<file path="config.mk">
export PLATFORM = sky130hd
export DESIGN_NAME = imu_tilt_complementary_filter_top
export DESIGN_NICKNAME = d
export VERILOG_FILES = /design/src/sv/itcf_pkg.sv /design/src/sv/itcf_cordic.sv /design/src/sv/itcf_blend.sv /design/src/sv/imu_tilt_complementary_filter_top.sv
export VERILOG_INCLUDE_DIRS = /design/src /design/src/sv
export SDC_FILE = /design/constraint.sdc
export NUM_CORES = 2
export LEC_CHECK = 0
export ABC_AREA = 1
export ABC_CLOCK_PERIOD_IN_PS = 8200
export BUFFER_PORTS_ARGS = -buffer_cell sky130_fd_sc_hd__buf_2
export CORE_ASPECT_RATIO = 1.1
export CORE_MARGIN = 3
export CORE_UTILIZATION = 53
export CTS_CLUSTER_DIAMETER = 200
export DETAILED_ROUTE_END_ITERATION = 10
export PLACE_DENSITY_LB_ADDON = 0.3
export SYNTH_ARGS = -nofsm -noshare
export SYNTH_HDL_FRONTEND = slang
export SYNTH_SLANG_ARGS = --single-unit
</file>
<file path="constraint.sdc">
create_clock -name clk -period 8.2 [get_ports clk]
set_input_delay 0.41 -clock clk [delete_from_list [all_inputs] [get_ports clk]]
set_output_delay 0.41 -clock clk [all_outputs]
set_load 0.005 [all_outputs]
</file>
<file path="src/sv/imu_tilt_complementary_filter_top_assert.svh">
// assertion macros for the tilt filter top level
`ifndef IMU_TILT_COMPLEMENTARY_FILTER_TOP_ASSERT_SVH
`define IMU_TILT_COMPLEMENTARY_FILTER_TOP_ASSERT_SVH
`ifndef NO_ASSERTIONS
`define ITCF_ASSERT_SAME(label, ante, cons) \
  label: assert property (@(posedge clk) disable iff (!rst_n) (ante) |-> (cons)) \
    else $error("itcf check failed");
`define ITCF_ASSERT_NEXT(label, ante, cons) \
  label: assert property (@(posedge clk) disable iff (!rst_n) (ante) |=> (cons)) \
    else $error("itcf check failed");
`else
`define ITCF_ASSERT_SAME(label, ante, cons)
`define ITCF_ASSERT_NEXT(label, ante, cons)
`endif
`endif

</file>
<file path="src/sv/itcf_pkg.sv">
// shared types, constants and the arctangent table of the tilt filter
package itcf_pkg;

  localparam int CW      = 26;  // cordic x/y width
  localparam int ZW      = 25;  // cordic angle accumulator width
  localparam int AW      = 23;  // clamped accel angle, degrees * 2^16
  localparam int NUM_W   = 60;  // blend numerator width
  localparam int QW      = 18;  // quotient magnitude width
  localparam int DTW     = 10;  // elapsed time width

  localparam logic [AW-1:0]    DEG90_Q16    = 23'd5898240;
  localparam logic [17:0]      GYRO_SCALE   = 18'd131000;
  localparam logic [NUM_W-1:0] DEN          = 60'd2197815296000;
  localparam logic [NUM_W-1:0] DEN_HALF     = 60'd1098907648000;
  localparam logic [NUM_W-1:0] DEN_TOP      = DEN << (QW - 1);
  localparam logic [QW-1:0]    Q_POS_LIM    = 18'd32767;
  localparam logic [QW-1:0]    Q_NEG_LIM    = 18'd32768;
  localparam logic [15:0]      ANGLE_MAX    = 16'h7fff;
  localparam logic [15:0]      ANGLE_MIN    = 16'h8000;
  localparam logic [DTW-1:0]   DT_DEFAULT   = 10'd10;
  localparam logic [31:0]      DT_LIMIT     = 32'd1000;

  localparam logic [2:0] REG_BLEND_WEIGHT   = 3'd0;
  localparam logic [2:0] REG_ASP_LOW        = 3'd1;
  localparam logic [2:0] REG_ASP_HIGH       = 3'd2;
  localparam logic [2:0] REG_DISP_LOW       = 3'd3;
  localparam logic [2:0] REG_DISP_HIGH      = 3'd4;

  typedef struct packed {
    logic                 start;
    logic signed [CW-1:0] x;
    logic signed [CW-1:0] y;
  } cordic_req_t;

  typedef struct packed {
    logic          done;
    logic [AW-1:0] angle;
  } cordic_rsp_t;

  typedef struct packed {
    logic                start;
    logic [AW-1:0]       angle;
    logic signed [15:0]  filt;
    logic signed [15:0]  gyro;
    logic [DTW-1:0]      dt;
    logic [15:0]         weight;
  } blend_req_t;

  typedef struct packed {
    logic        done;
    logic [15:0] angle;
  } blend_rsp_t;

  // atan(2^-i) in degrees * 2^16
  function automatic logic [AW-1:0] atan_q16(input logic [4:0] i);
    logic [AW-1:0] t;
    unique case (i)
      5'd0:  t = 23'd2949120;
      5'd1:  t = 23'd1740967;
      5'd2:  t = 23'd919879;
      5'd3:  t = 23'd466945;
      5'd4:  t = 23'd234379;
      5'd5:  t = 23'd117304;
      5'd6:  t = 23'd58666;
      5'd7:  t = 23'd29335;
      5'd8:  t = 23'd14668;
      5'd9:  t = 23'd7334;
      5'd10: t = 23'd3667;
      5'd11: t = 23'd1833;
      5'd12: t = 23'd917;
      5'd13: t = 23'd458;
      5'd14: t = 23'd229;
      5'd15: t = 23'd115;
      5'd16: t = 23'd57;
      5'd17: t = 23'd29;
      5'd18: t = 23'd14;
      5'd19: t = 23'd7;
      5'd20: t = 23'd4;
      5'd21: t = 23'd2;
      5'd22: t = 23'd1;
      default: t = 23'd0;
    endcase
    return t;
  endfunction

endpackage

</file>
<file path="src/sv/itcf_cordic.sv">
// iterative vectoring cordic, one micro-rotation per cycle
module itcf_cordic #(
  parameter int STEPS = 16
) (
  input  logic                  clk,
  input  logic                  rst_n,
  input  itcf_pkg::cordic_req_t req,
  output itcf_pkg::cordic_rsp_t rsp
);

  localparam int STEP_W = $clog2(STEPS);

  typedef enum logic {C_IDLE, C_RUN} cstate_t;

  cstate_t                        state_r;
  logic [STEP_W-1:0]              step_r;
  logic signed [itcf_pkg::CW-1:0] x_r, y_r;
  logic signed [itcf_pkg::ZW-1:0] z_r;
  logic                           done_r;
  logic [itcf_pkg::AW-1:0]        angle_r;

  logic signed [itcf_pkg::CW-1:0] xs, ys, x_nxt, y_nxt;
  logic signed [itcf_pkg::ZW-1:0] z_nxt, t_ext;
  logic [itcf_pkg::AW-1:0]        angle_nxt;

  always_comb begin
    xs    = x_r >>> step_r;
    ys    = y_r >>> step_r;
    t_ext = $signed({2'b00, itcf_pkg::atan_q16(5'(step_r))});
    if (y_r > 0) begin
      x_nxt = x_r + ys;
      y_nxt = y_r - xs;
      z_nxt = z_r + t_ext;
    end else begin
      x_nxt = x_r - ys;
      y_nxt = y_r + xs;
      z_nxt = z_r - t_ext;
    end
    // clamp to the first quadrant
    if (z_nxt[itcf_pkg::ZW-1]) begin
      angle_nxt = '0;
    end else if (z_nxt > $signed({2'b00, itcf_pkg::DEG90_Q16})) begin
      angle_nxt = itcf_pkg::DEG90_Q16;
    end else begin
      angle_nxt = z_nxt[itcf_pkg::AW-1:0];
    end
  end

  always_ff @(posedge clk) begin
    if (!rst_n) begin
      state_r <= C_IDLE;
      done_r  <= 1'b0;
      step_r  <= '0;
    end else begin
      done_r <= 1'b0;
      unique case (state_r)
        C_IDLE: begin
          if (req.start) begin
            x_r     <= req.x;
            y_r     <= req.y;
            z_r     <= '0;
            step_r  <= '0;
            state_r <= C_RUN;
          end
        end
        C_RUN: begin
          x_r    <= x_nxt;
          y_r    <= y_nxt;
          z_r    <= z_nxt;
          step_r <= step_r + 1'b1;
          if (step_r == STEP_W'(STEPS - 1)) begin
            angle_r <= angle_nxt;
            done_r  <= 1'b1;
            state_r <= C_IDLE;
          end
        end
        default: state_r <= C_IDLE;
      endcase
    end
  end

  assign rsp.done  = done_r;
  assign rsp.angle = angle_r;

endmodule

</file>
<file path="src/sv/itcf_blend.sv">
// blend datapath: serial shift-add multiply, restoring divide, saturation
module itcf_blend (
  input  logic                 clk,
  input  logic                 rst_n,
  input  itcf_pkg::blend_req_t req,
  output itcf_pkg::blend_rsp_t rsp
);

  localparam int NW = itcf_pkg::NUM_W;

  typedef enum logic [2:0] {B_IDLE, B_PRE1, B_PRE2, B_PRE3, B_MUL, B_ABS, B_DIV, B_SAT}
    bstate_t;

  bstate_t                   state_r;
  logic [4:0]                cnt_r;
  logic [itcf_pkg::AW-1:0]   a_r;
  logic signed [15:0]        f_r, g_r;
  logic [itcf_pkg::DTW-1:0]  dt_r;
  logic [15:0]               w_r;
  logic signed [34:0]        fm_r;
  logic signed [26:0]        gd_r;
  logic [40:0]               qa_r;
  logic signed [NW-1:0]      d_r, acc_r;
  logic [NW-1:0]             rem_r, dsh_r;
  logic [itcf_pkg::QW-1:0]   q_r;
  logic                      neg_r;
  logic                      done_r;
  logic [15:0]               res_r;

  logic signed [34:0]        fm_nxt;
  logic signed [26:0]        gd_nxt;
  logic [40:0]               qa_nxt;
  logic signed [NW-1:0]      d_nxt, mag_s;
  logic [15:0]               res_nxt;
  logic                      fit;

  always_comb begin
    fm_nxt = f_r * $signed({1'b0, itcf_pkg::GYRO_SCALE});
    gd_nxt = g_r * $signed({1'b0, dt_r});
    qa_nxt = a_r * itcf_pkg::GYRO_SCALE;
    // gyro path minus accel path, so num = accel<<16 + w*d
    d_nxt  = {{(NW-43){fm_r[34]}}, fm_r, 8'b0}
           + {{(NW-43){gd_r[26]}}, gd_r, 16'b0}
           - $signed({{(NW-41){1'b0}}, qa_r});
    mag_s  = acc_r[NW-1] ? -acc_r : acc_r;
    fit    = rem_r >= dsh_r;
    if (neg_r) begin
      res_nxt = (q_r > itcf_pkg::Q_NEG_LIM) ? itcf_pkg::ANGLE_MIN : 16'(-q_r[15:0]);
    end else begin
      res_nxt = (q_r > itcf_pkg::Q_POS_LIM) ? itcf_pkg::ANGLE_MAX : q_r[15:0];
    end
  end

  always_ff @(posedge clk) begin
    if (!rst_n) begin
      state_r <= B_IDLE;
      done_r  <= 1'b0;
      cnt_r   <= '0;
    end else begin
      done_r <= 1'b0;
      unique case (state_r)
        B_IDLE: begin
          if (req.start) begin
            a_r     <= req.angle;
            f_r     <= req.filt;
            g_r     <= req.gyro;
            dt_r    <= req.dt;
            w_r     <= req.weight;
            state_r <= B_PRE1;
          end
        end
        B_PRE1: begin
          fm_r    <= fm_nxt;
          gd_r    <= gd_nxt;
          state_r <= B_PRE2;
        end
        B_PRE2: begin
          qa_r    <= qa_nxt;
          state_r <= B_PRE3;
        end
        B_PRE3: begin
          d_r     <= d_nxt;
          acc_r   <= $signed({3'b000, qa_r, 16'b0});
          cnt_r   <= '0;
          state_r <= B_MUL;
        end
        B_MUL: begin
          // one weight bit per cycle, lsb first
          if (w_r[0]) begin
            acc_r <= acc_r + d_r;
          end
          d_r   <= d_r <<< 1;
          w_r   <= w_r >> 1;
          cnt_r <= cnt_r + 1'b1;
          if (cnt_r == 5'd15) begin
            state_r <= B_ABS;
          end
        end
        B_ABS: begin
          neg_r   <= acc_r[NW-1];
          rem_r   <= mag_s + itcf_pkg::DEN_HALF;
          dsh_r   <= itcf_pkg::DEN_TOP;
          q_r     <= '0;
          cnt_r   <= '0;
          state_r <= B_DIV;
        end
        B_DIV: begin
          // one quotient bit per cycle, msb first
          if (fit) begin
            rem_r <= rem_r - dsh_r;
          end
          q_r   <= {q_r[itcf_pkg::QW-2:0], fit};
          dsh_r <= dsh_r >> 1;
          cnt_r <= cnt_r + 1'b1;
          if (cnt_r == 5'(itcf_pkg::QW - 1)) begin
            state_r <= B_SAT;
          end
        end
        B_SAT: begin
          res_r   <= res_nxt;
          done_r  <= 1'b1;
          state_r <= B_IDLE;
        end
        default: state_r <= B_IDLE;
      endcase
    end
  end

  assign rsp.done  = done_r;
  assign rsp.angle = res_r;

endmodule

</file>
<file path="src/sv/imu_tilt_complementary_filter_top.sv">
// Tilt-angle complementary filter. One result per accepted sample. The CORDIC loop
// loads its operands and then runs one micro-rotation a cycle. The blend unit then
// loads its operands, runs its set-up states, does the multiply at one weight bit a
// cycle, takes the magnitude, does the rounding division by the scale factor at one
// quotient bit a cycle and saturates. The result is then handed to the output
// register and the control returns to idle. Input is accepted only while no item is
// in work. A finished result waits in the output register, so the next sample can be
// taken before it is collected; a second result then holds the input until the first
// is taken. No clearing pass follows reset.
`include "imu_tilt_complementary_filter_top_assert.svh"

module imu_tilt_complementary_filter_top #(
  parameter int CORDIC_STEPS = 16
) (
  input  logic        clk,
  input  logic        rst_n,
  input  logic        in_tvalid,
  output logic        in_tready,
  input  logic [79:0] in_tdata,   // accel_x, accel_z, gyro_y, time_ms
  input  logic [1:0]  in_tuser,   // aspirate_pressed, dispense_pressed
  output logic        out_tvalid,
  input  logic        out_tready,
  output logic [15:0] out_tdata,  // tilt_angle
  output logic [1:0]  out_tuser,  // angle_ok, current_mode
  input  logic        cfg_psel,
  input  logic        cfg_penable,
  input  logic        cfg_pwrite,
  input  logic [4:0]  cfg_paddr,
  input  logic [31:0] cfg_pwdata,
  output logic [31:0] cfg_prdata,
  output logic        cfg_pready
);

  typedef enum logic [1:0] {ST_IDLE, ST_CRD, ST_BLD, ST_OUT} state_t;

  state_t                     state_r;
  logic [15:0]                weight_r, asp_lo_r, asp_hi_r, disp_lo_r, disp_hi_r;
  logic signed [15:0]         filt_r, g_r;
  logic [31:0]                prev_r;
  logic                       mode_r;
  logic [itcf_pkg::DTW-1:0]   dt_r;
  logic                       crd_start_r, bld_start_r;
  logic signed [itcf_pkg::CW-1:0] x_r, y_r;
  logic [itcf_pkg::AW-1:0]    angle_r;
  logic [15:0]                res_r;
  logic                       out_valid_r;
  logic [15:0]                out_angle_r;
  logic                       out_ok_r, out_mode_r;

  itcf_pkg::cordic_req_t crd_req;
  itcf_pkg::cordic_rsp_t crd_rsp;
  itcf_pkg::blend_req_t  bld_req;
  itcf_pkg::blend_rsp_t  bld_rsp;

  logic              in_acc, cfg_wr, out_load, ok;
  logic [2:0]        cfg_idx;
  logic [31:0]       elapsed;
  logic [itcf_pkg::DTW-1:0] dt_nxt;
  logic [16:0]       ax_abs, az_abs;
  logic signed [15:0] ax, az, lo, hi;

  assign in_tready  = (state_r == ST_IDLE);
  assign in_acc     = in_tvalid && in_tready;
  assign cfg_pready = 1'b1;
  assign cfg_wr     = cfg_psel && cfg_penable && cfg_pwrite && cfg_pready;
  assign cfg_idx    = cfg_paddr[4:2];
  assign out_load   = (state_r == ST_OUT) && (!out_valid_r || out_tready);

  always_comb begin
    ax      = $signed(in_tdata[15:0]);
    az      = $signed(in_tdata[31:16]);
    ax_abs  = ax[15] ? 17'(-$signed({ax[15], ax})) : {1'b0, ax};
    az_abs  = az[15] ? 17'(-$signed({az[15], az})) : {1'b0, az};
    elapsed = in_tdata[79:48] - prev_r;
    dt_nxt  = (elapsed == '0 || elapsed > itcf_pkg::DT_LIMIT) ? itcf_pkg::DT_DEFAULT
                                                               : elapsed[itcf_pkg::DTW-1:0];
    lo      = $signed(mode_r ? disp_lo_r : asp_lo_r);
    hi      = $signed(mode_r ? disp_hi_r : asp_hi_r);
    ok      = ($signed(res_r) >= lo) && ($signed(res_r) <= hi);
    unique case (cfg_idx)
      itcf_pkg::REG_BLEND_WEIGHT: cfg_prdata = {16'b0, weight_r};
      itcf_pkg::REG_ASP_LOW:      cfg_prdata = {{16{asp_lo_r[15]}}, asp_lo_r};
      itcf_pkg::REG_ASP_HIGH:     cfg_prdata = {{16{asp_hi_r[15]}}, asp_hi_r};
      itcf_pkg::REG_DISP_LOW:     cfg_prdata = {{16{disp_lo_r[15]}}, disp_lo_r};
      itcf_pkg::REG_DISP_HIGH:    cfg_prdata = {{16{disp_hi_r[15]}}, disp_hi_r};
      default:                    cfg_prdata = '0;
    endcase
  end

  always_ff @(posedge clk) begin
    if (!rst_n) begin
      weight_r  <= 16'd64225;
      asp_lo_r  <= 16'd21760;
      asp_hi_r  <= 16'd24320;
      disp_lo_r <= 16'd7680;
      disp_hi_r <= 16'd15360;
    end else if (cfg_wr) begin
      unique case (cfg_idx)
        itcf_pkg::REG_BLEND_WEIGHT: weight_r  <= cfg_pwdata[15:0];
        itcf_pkg::REG_ASP_LOW:      asp_lo_r  <= cfg_pwdata[15:0];
        itcf_pkg::REG_ASP_HIGH:     asp_hi_r  <= cfg_pwdata[15:0];
        itcf_pkg::REG_DISP_LOW:     disp_lo_r <= cfg_pwdata[15:0];
        itcf_pkg::REG_DISP_HIGH:    disp_hi_r <= cfg_pwdata[15:0];
        default: ;
      endcase
    end
  end

  always_ff @(posedge clk) begin
    if (!rst_n) begin
      state_r     <= ST_IDLE;
      filt_r      <= '0;
      prev_r      <= '0;
      mode_r      <= 1'b0;
      crd_start_r <= 1'b0;
      bld_start_r <= 1'b0;
      out_valid_r <= 1'b0;
    end else begin
      crd_start_r <= 1'b0;
      bld_start_r <= 1'b0;
      if (out_load) begin
        out_valid_r <= 1'b1;
        out_angle_r <= res_r;
        out_ok_r    <= ok;
        out_mode_r  <= mode_r;
      end else if (out_tready) begin
        out_valid_r <= 1'b0;
      end
      unique case (state_r)
        ST_IDLE: begin
          if (in_acc) begin
            // dispense wins when both buttons are down
            if (in_tuser[1]) begin
              mode_r <= 1'b1;
            end else if (in_tuser[0]) begin
              mode_r <= 1'b0;
            end
            prev_r      <= in_tdata[79:48];
            dt_r        <= dt_nxt;
            g_r         <= $signed(in_tdata[47:32]);
            x_r         <= $signed({1'b0, ax_abs, 8'b0});
            y_r         <= $signed({1'b0, az_abs, 8'b0});
            crd_start_r <= 1'b1;
            state_r     <= ST_CRD;
          end
        end
        ST_CRD: begin
          if (crd_rsp.done) begin
            angle_r     <= crd_rsp.angle;
            bld_start_r <= 1'b1;
            state_r     <= ST_BLD;
          end
        end
        ST_BLD: begin
          if (bld_rsp.done) begin
            res_r   <= bld_rsp.angle;
            filt_r  <= $signed(bld_rsp.angle);
            state_r <= ST_OUT;
          end
        end
        ST_OUT: begin
          if (out_load) begin
            state_r <= ST_IDLE;
          end
        end
        default: state_r <= ST_IDLE;
      endcase
    end
  end

  assign crd_req.start = crd_start_r;
  assign crd_req.x     = x_r;
  assign crd_req.y     = y_r;

  assign bld_req.start  = bld_start_r;
  assign bld_req.angle  = angle_r;
  assign bld_req.filt   = filt_r;
  assign bld_req.gyro   = g_r;
  assign bld_req.dt     = dt_r;
  assign bld_req.weight = weight_r;

  itcf_cordic #(.STEPS(CORDIC_STEPS)) u_cordic (
    .clk   (clk),
    .rst_n (rst_n),
    .req   (crd_req),
    .rsp   (crd_rsp)
  );

  itcf_blend u_blend (
    .clk   (clk),
    .rst_n (rst_n),
    .req   (bld_req),
    .rsp   (bld_rsp)
  );

  assign out_tvalid = out_valid_r;
  assign out_tdata  = out_angle_r;
  assign out_tuser  = {out_mode_r, out_ok_r};

  `ITCF_ASSERT_SAME(a_crd_done_in_crd, crd_rsp.done, state_r == ST_CRD)
  `ITCF_ASSERT_SAME(a_bld_done_in_bld, bld_rsp.done, state_r == ST_BLD)
  `ITCF_ASSERT_NEXT(a_accept_starts_cordic, in_acc, crd_start_r && !in_tready)
  `ITCF_ASSERT_SAME(a_load_from_out, $rose(out_valid_r), $past(state_r == ST_OUT))

endmodule

</file>
Word level (Yosys, flattened, before mapping)

Memories as Yosys holds them, arrays and structs flattened. A register that Yosys moved wholly into a read port is not among the register bits.
Cells that the tools add are included.

Bits of input ports: 126
Register bits after elaboration: 817
Bits in read-only memories: 352
Memories kept: 1

Bitwise operators: 1
Multiplexer cells: 53
Order comparisons: 8
$add $sub $neg: 18
Reductions and logical operators: 50
Equal/unequal tests: 27
Multipliers: 3
Shifts and indexed selects: 2

Memories:

| name            | depth | bits a word | rd ports | clocked after Yosys merged registers in | wr ports | line           | text |
|---|---|---|---|---|---|---|---|
| (no name shown) | 16    | 22          | 1        | 1                                       | 0        | itcf_pkg.sv:57 | `unique case (i)` |

Operator list:

| cell                                                                              | count |
|---|---|
| 60-bit case mux with 2 select lines                                               | 4 |
| 60-bit 2-to-1 mux                                                                 | 3 |
| 32-bit case mux with 5 select lines                                               | 1 |
| 26-bit 2-to-1 mux                                                                 | 4 |
| 26-bit case mux with 2 select lines                                               | 2 |
| 16-bit 2-to-1 mux                                                                 | 6 |
| 60-bit by 40-bit adder with 60-bit output, second input constant                  | 1 |
| 60-bit adder                                                                      | 1 |
| 60-bit >= comparator                                                              | 1 |
| 60-bit negator                                                                    | 1 |
| 60-bit by 40-bit subtractor with 60-bit output                                    | 1 |
| 60-bit subtractor                                                                 | 1 |
| 26-bit adder                                                                      | 2 |
| 26-bit by 4-bit >>> shifter with 26-bit output                                    | 2 |
| 26-bit subtractor                                                                 | 2 |
| 25-bit 2-to-1 mux                                                                 | 2 |
| 25-bit case mux with 2 select lines                                               | 1 |
| 42-bit by 43-bit adder with 44-bit output                                         | 1 |
| 23-bit by 14-bit multiplier with 37-bit output, second input constant             | 1 |
| 18-bit case mux with 2 select lines                                               | 1 |
| 2-bit AND reduction                                                               | 18 |
| 16-bit negator with 17-bit output                                                 | 2 |
| 32-bit by 10-bit greater-than comparator with 1-bit output, second input constant | 1 |
| 32-bit logical NOT                                                                | 1 |
| other kinds (46)                                                                  | 102 |

Longest topological paths before layout

Word-level depth: 5
Depth in mapped cells: 31
Mapped depth without buffers: 29

Modules after synthesis

From an unflattened synthesis, not the netlist that was laid out.

Cell total of the unflattened synthesis: 9749
Area, all modules: 76379.5 µm²

By module, submodules not included:

| module                            | cells each | instances | area an instance (µm²) |
|---|---|---|---|
| itcf_blend                        | 6031       | 1         | 49692.7 |
| itcf_cordic                       | 2042       | 1         | 13460.4 |
| imu_tilt_complementary_filter_top | 1676       | 1         | 13226.4 |

Worst setup path before layout

No wires, ideal clock.

Path type: input -> register
Start: in rst_n
End: reg u_blend.rem_r[0], enable pin
Required time: 7778 ps
Stages: 5
Setup time: 422 ps
Path slack: 1962 ps
Buffers on the path: 2
Arrival time: 5816 ps
Path through: clkbuf_1 inv_1 clkbuf_1 nor2_1 o21a_1

Longest elaborated chain between the ends: 1

Ends and longest elaborated chain:

| item                          | line                                    | text |
|---|---|---|
| from (decl)                   | imu_tilt_complementary_filter_top.sv:16 | `input logic rst_n,` |
| 3-bit AND reduction (no line) | n/a                                     |  |
| to (signal assigned)          | itcf_blend.sv:101                       | `rem_r <= mag_s + itcf_pkg::DEN_HALF;` |
| to (signal assigned)          | itcf_blend.sv:110                       | `rem_r <= rem_r - dsh_r;` |
| to (decl)                     | itcf_blend.sv:24                        | `logic [NW-1:0] rem_r, dsh_r;` |

No other way between the ends.
A chain may end at the register's enable or synchronous reset.

Worst setup path in the final report

Start: reg u_blend.a_r[10] in the netlist's numbering
End: reg u_blend.qa_r[38] (data pin)

Longest elaborated chain between the ends: 1

Ends and longest elaborated chain:

| item                                           | line             | text |
|---|---|---|
| from (decl)                                    | itcf_blend.sv:16 | `logic [itcf_pkg::AW-1:0] a_r;` |
| from (signal assigned)                         | itcf_blend.sv:64 | `a_r <= req.angle;` |
| 23-bit by 14-bit multiplier with 37-bit output | itcf_blend.sv:40 | `qa_nxt = a_r * itcf_pkg::GYRO_SCALE;` |
| via u_blend.qa_nxt[38]                         | itcf_blend.sv:32 | `logic [40:0] qa_nxt;` |
| to (signal assigned)                           | itcf_blend.sv:78 | `qa_r <= qa_nxt;` |
| to (decl)                                      | itcf_blend.sv:22 | `logic [40:0] qa_r;` |

The timed path passes the listed nets, and every way through them passes these cells.

==> results.txt <==
Relative to the synthesized area, the layout overhead comes to 8.953%. During placement, the flow inserted port buffers numbering 159. The worst-case vdd ir drop was 0.2000 mV; the portion of the post-synthesis area used by sequential elements was 30.71%. Timing analysis after detailed placement gives a worst setup slack of 1.553 ns. STA classifies the critical path endpoint as a flip-flop. The worst register-to-register path has a depth of 19. Setup violations remaining at the end of the flow were counted as 0. Across every metal layer, demand over resource in global routing totals 28.10%. Across the run, the number of max-cap violations was 0. Of all nets on the critical path, the largest fanout is 6. For this block, the routed nets add up to 209,600 um of wire.

The synthesized area per cell is 7.912 um^2. Cells with a size suffix above 1 make up 5.616% of the layout. The later pin in the worst-skew pair is clocked with a latency of 0.75 ns.

For the pin with the worst max-slew slack, the measured transition is 1.231 ns. Synthesis instantiated 74 different standard cells from the library. The tools report the number of failing hold endpoints at the final stage as 0.

For the setup slack of the critical path after layout, the log shows 1.493 ns. Filler-free cell count of the finished design: 11.71k. The clock transition at the register clock pins on the worst setup and hold paths after CTS was 0.06 ns; the minimum clock period was 6.707 ns. The type of the setup path with the least slack was flip-flop to flip-flop. The total power consumption of the routed design was 0.01652 W. In this run the worst hold path is classified as input port to flip-flop. For this run the aggregate overflow at the end of global routing stands at 0. For the synthesized area, the log shows 75,690 um^2. The run gives 0 as the remaining antenna violation count after routing. 179 I/O pins were placed. CTS built an H-tree with a depth of 3. The tools report the cell chosen for the clock root as sky130_fd_sc_hd__clkbuf_16. STA classifies the critical path startpoint as a flip-flop. The floorplan step set the die height to 402.3 um. The number of buffers created by CTS is 96, and the data required time at the worst endpoint is 8.69 ns. In this run the tightest slew margin relative to its limit is 17.27%. Clock tree synthesis found a total of 831 sinks. The post-route setup TNS is 0 ns, and the number of vias in the routed layout is 64.47k. The library cell used most frequently in the layout, excluding fill and tap cells, is sky130_fd_sc_hd__nand2_1. The die width was 366.3 um. In the synthesized netlist, the number of instances is 9,566.

The floorplan has 144 rows. In the routed layout, each cell is associated on average with a via count of 5.504. The starting density of the core is 53.72%.

For this block, the initial DRC count from the detailed router was 5,427. For the net total in the final layout, the log shows 10.93k. The run gives 0.07683 ns as the largest clock skew in the final design.

Based on the critical path, the design can be clocked at up to 149.1 MHz. The floorplan step defined a die boundary enclosing 147,400 um^2. The tools report the leakage power summed over all cells as 37.96 nW. The biggest area contributor in the post-synthesis netlist is sky130_fd_sc_hd__edfxtp_1. The async set or reset register ratio after synthesis was 0%; the number of flops mapped to enable cells by yosys was 660. The tools report the yosys synthesis warning count as 0.

Of the available clock period, the critical path in the final layout requires 81.79%. The number of placed instances, taps included is 11.44k. The post-route DRC violation count is 0. TritonCTS built the clock tree. For this run, the leading register cell type out of synthesis is sky130_fd_sc_hd__edfxtp_1. The flow ran to the end, and the final reports show no timing, DRC or antenna violations. Setup repair after global routing left no endpoint under its margin.

The average wire length per cell after detail routing was 17.90 um. The arrival time reported for the critical path endpoint is 7.20 ns, and the number of global-route vias before repair is 62.93k. In this run, synthesis produced a sequential element count of 831.

The number of antenna violations at the first check in global routing is 2, and the half-perimeter wire length after detailed placement is 167,200 um. At the end of routability-driven placement, the weighted congestion stood at 0.9862. The longest clock path from root to sink contains 3 buffers.

Final max-slew violation count: 0. The standard cell core area was 140,900 um^2. The global-route wire length before repair is 334,400 um. After synthesis, the cell types taking the most area are sky130_fd_sc_hd__edfxtp_1 26%, sky130_fd_sc_hd__fa_1 13%, sky130_fd_sc_hd__nand2_1 10%. For the count of TritonRoute iterations in the first routing pass, the log shows 6. Power spread over the standard cell area amounts to 200.3 nW/um^2.

The top cell type by area accounts for 26.19% of the synthesized area. The library cells used most frequently in the layout, excluding fill and tap cells, are 2,027 x sky130_fd_sc_hd__nand2_1, 1,555 x sky130_fd_sc_hd__inv_1, 953 x sky130_fd_sc_hd__nor2_1. The tools report the largest net degree at the start of global routing as 128. Cell count of the worst hold path: 3.
## layout make-up
class / count / area [um^2]
Fill cell: 12790 / 58430
Multi-Input combinational cell: 6931 / 45550
Sequential cell: 831 / 23240
Inverter: 1577 / 5924
Clock buffer: 121 / 2601
Tap cell: 1898 / 2375
Timing Repair Buffer: 291 / 2017
Clock inverter: 60 / 742.0
Antenna cell: 4 / 10.01
## stage by stage
| step | area (um^2) | hold slack (ns) | util, % |
|---|---|---|---|
| after detailed placement | 78200 | 0.4045 | 55.50 |
| after CTS | 82450 | 0.0009468 | 58.52 |
| after floorplan | 75690 | 0.4003 | - |
| after global routing | 82460 | 0.02834 | 58.53 |
| after global placement | 78200 | 0.4005 | 55.50 |
| final | 82460 | 0.04172 | 58.53 |
## layer usage
| metal | wire length, um | global-route usage (%) |
|---|---|---|
| met4 | 7670 | 10.04 |
| met2 | 102000 | 48.57 |
| met3 | 10560 | 2.628 |
| met1 | 89430 | 36.85 |
| met5 | 0 | 0 |
## cell usage after synthesis (all sizes together), types with 28 or more instances
library cell	instances
o21bai	38
xnor2	136
fa	476
edfxtp	660
o21ai	687
a21oi	616
nor3	93
nand3b	28
a21o	53
nor4	39
dfxtp	171
clkbuf	146
buf	82
a31oi	77
nand4	85
nor2	997
nand3	463
or2	47
o211ai	41
o21a	32
ha	596
xor2	216
nand2	2064
inv	1574
## power breakdown
| group | internal (W) | switching, W | total [W] |
|---|---|---|---|
| Combinational | 0.00222 | 0.00445 | 0.00668 |
| Clock | 0.00261 | 0.00195 | 0.00455 |
| Sequential | 0.00506 | 0.000228 | 0.00529 |
## sequential cells by signal, summed over array words and instances (netlist names), 25 cells and up
register,count
u_blend.fm_r,31
u_cordic.z_r,25
u_blend.dsh_r,58
u_cordic.y_r,26
u_blend.rem_r,60
u_blend.acc_r,57
u_cordic.x_r,26
u_blend.gd_r,27
u_blend.qa_r,37
prev_r,32
u_blend.d_r,57
## cells by family after synthesis
group                      synth area share (%)
other                                  0.009922
muxes                                    0.1323
AOI/OAI and AO/OA                         12.20
xor gates and xnor gates                  4.083
adders and majority gates                 22.44
DFF                                       30.71
and+or+nand+nor                           21.20
buffers and inverters                     9.223
## final timing paths
path                            slack [ns]          endpoint       startpoint
worst max-delay path                  1.49  u_blend.qa_r[38]  u_blend.a_r[10]
worst min-delay path                  0.04         prev_r[1]     in_tdata[49]
worst max register to register        1.49  u_blend.qa_r[38]  u_blend.a_r[10]
worst min register to register        0.41    u_blend.a_r[6]       angle_r[6]
## what timing repair did
action                                 4_1_cts  5_1_grt
gates resized for setup                      0        0
hold buffers                                91        0
setup buffers                                0        0
endpoints found under the hold margin      138        0
## worst max-delay path, cell delays in order (launching register included)
cell and delay (ns):
sky130_fd_sc_hd__edfxtp_1 0.60, sky130_fd_sc_hd__inv_1 0.22, sky130_fd_sc_hd__fa_1 0.62, sky130_fd_sc_hd__fa_1 0.57
sky130_fd_sc_hd__inv_1 0.05, sky130_fd_sc_hd__fa_1 0.52, sky130_fd_sc_hd__fa_1 0.53, sky130_fd_sc_hd__fa_1 0.54
sky130_fd_sc_hd__inv_1 0.05, sky130_fd_sc_hd__fa_1 0.49, sky130_fd_sc_hd__inv_1 0.04, sky130_fd_sc_hd__ha_1 0.35
sky130_fd_sc_hd__nand2_1 0.14, sky130_fd_sc_hd__nor4_1 0.54, sky130_fd_sc_hd__nand3_1 0.13, sky130_fd_sc_hd__o211ai_1 0.39
sky130_fd_sc_hd__nand2_1 0.17, sky130_fd_sc_hd__o21bai_1 0.26, sky130_fd_sc_hd__a21oi_1 0.12, sky130_fd_sc_hd__xnor2_1 0.13
(Power assumes the default switching activity.)
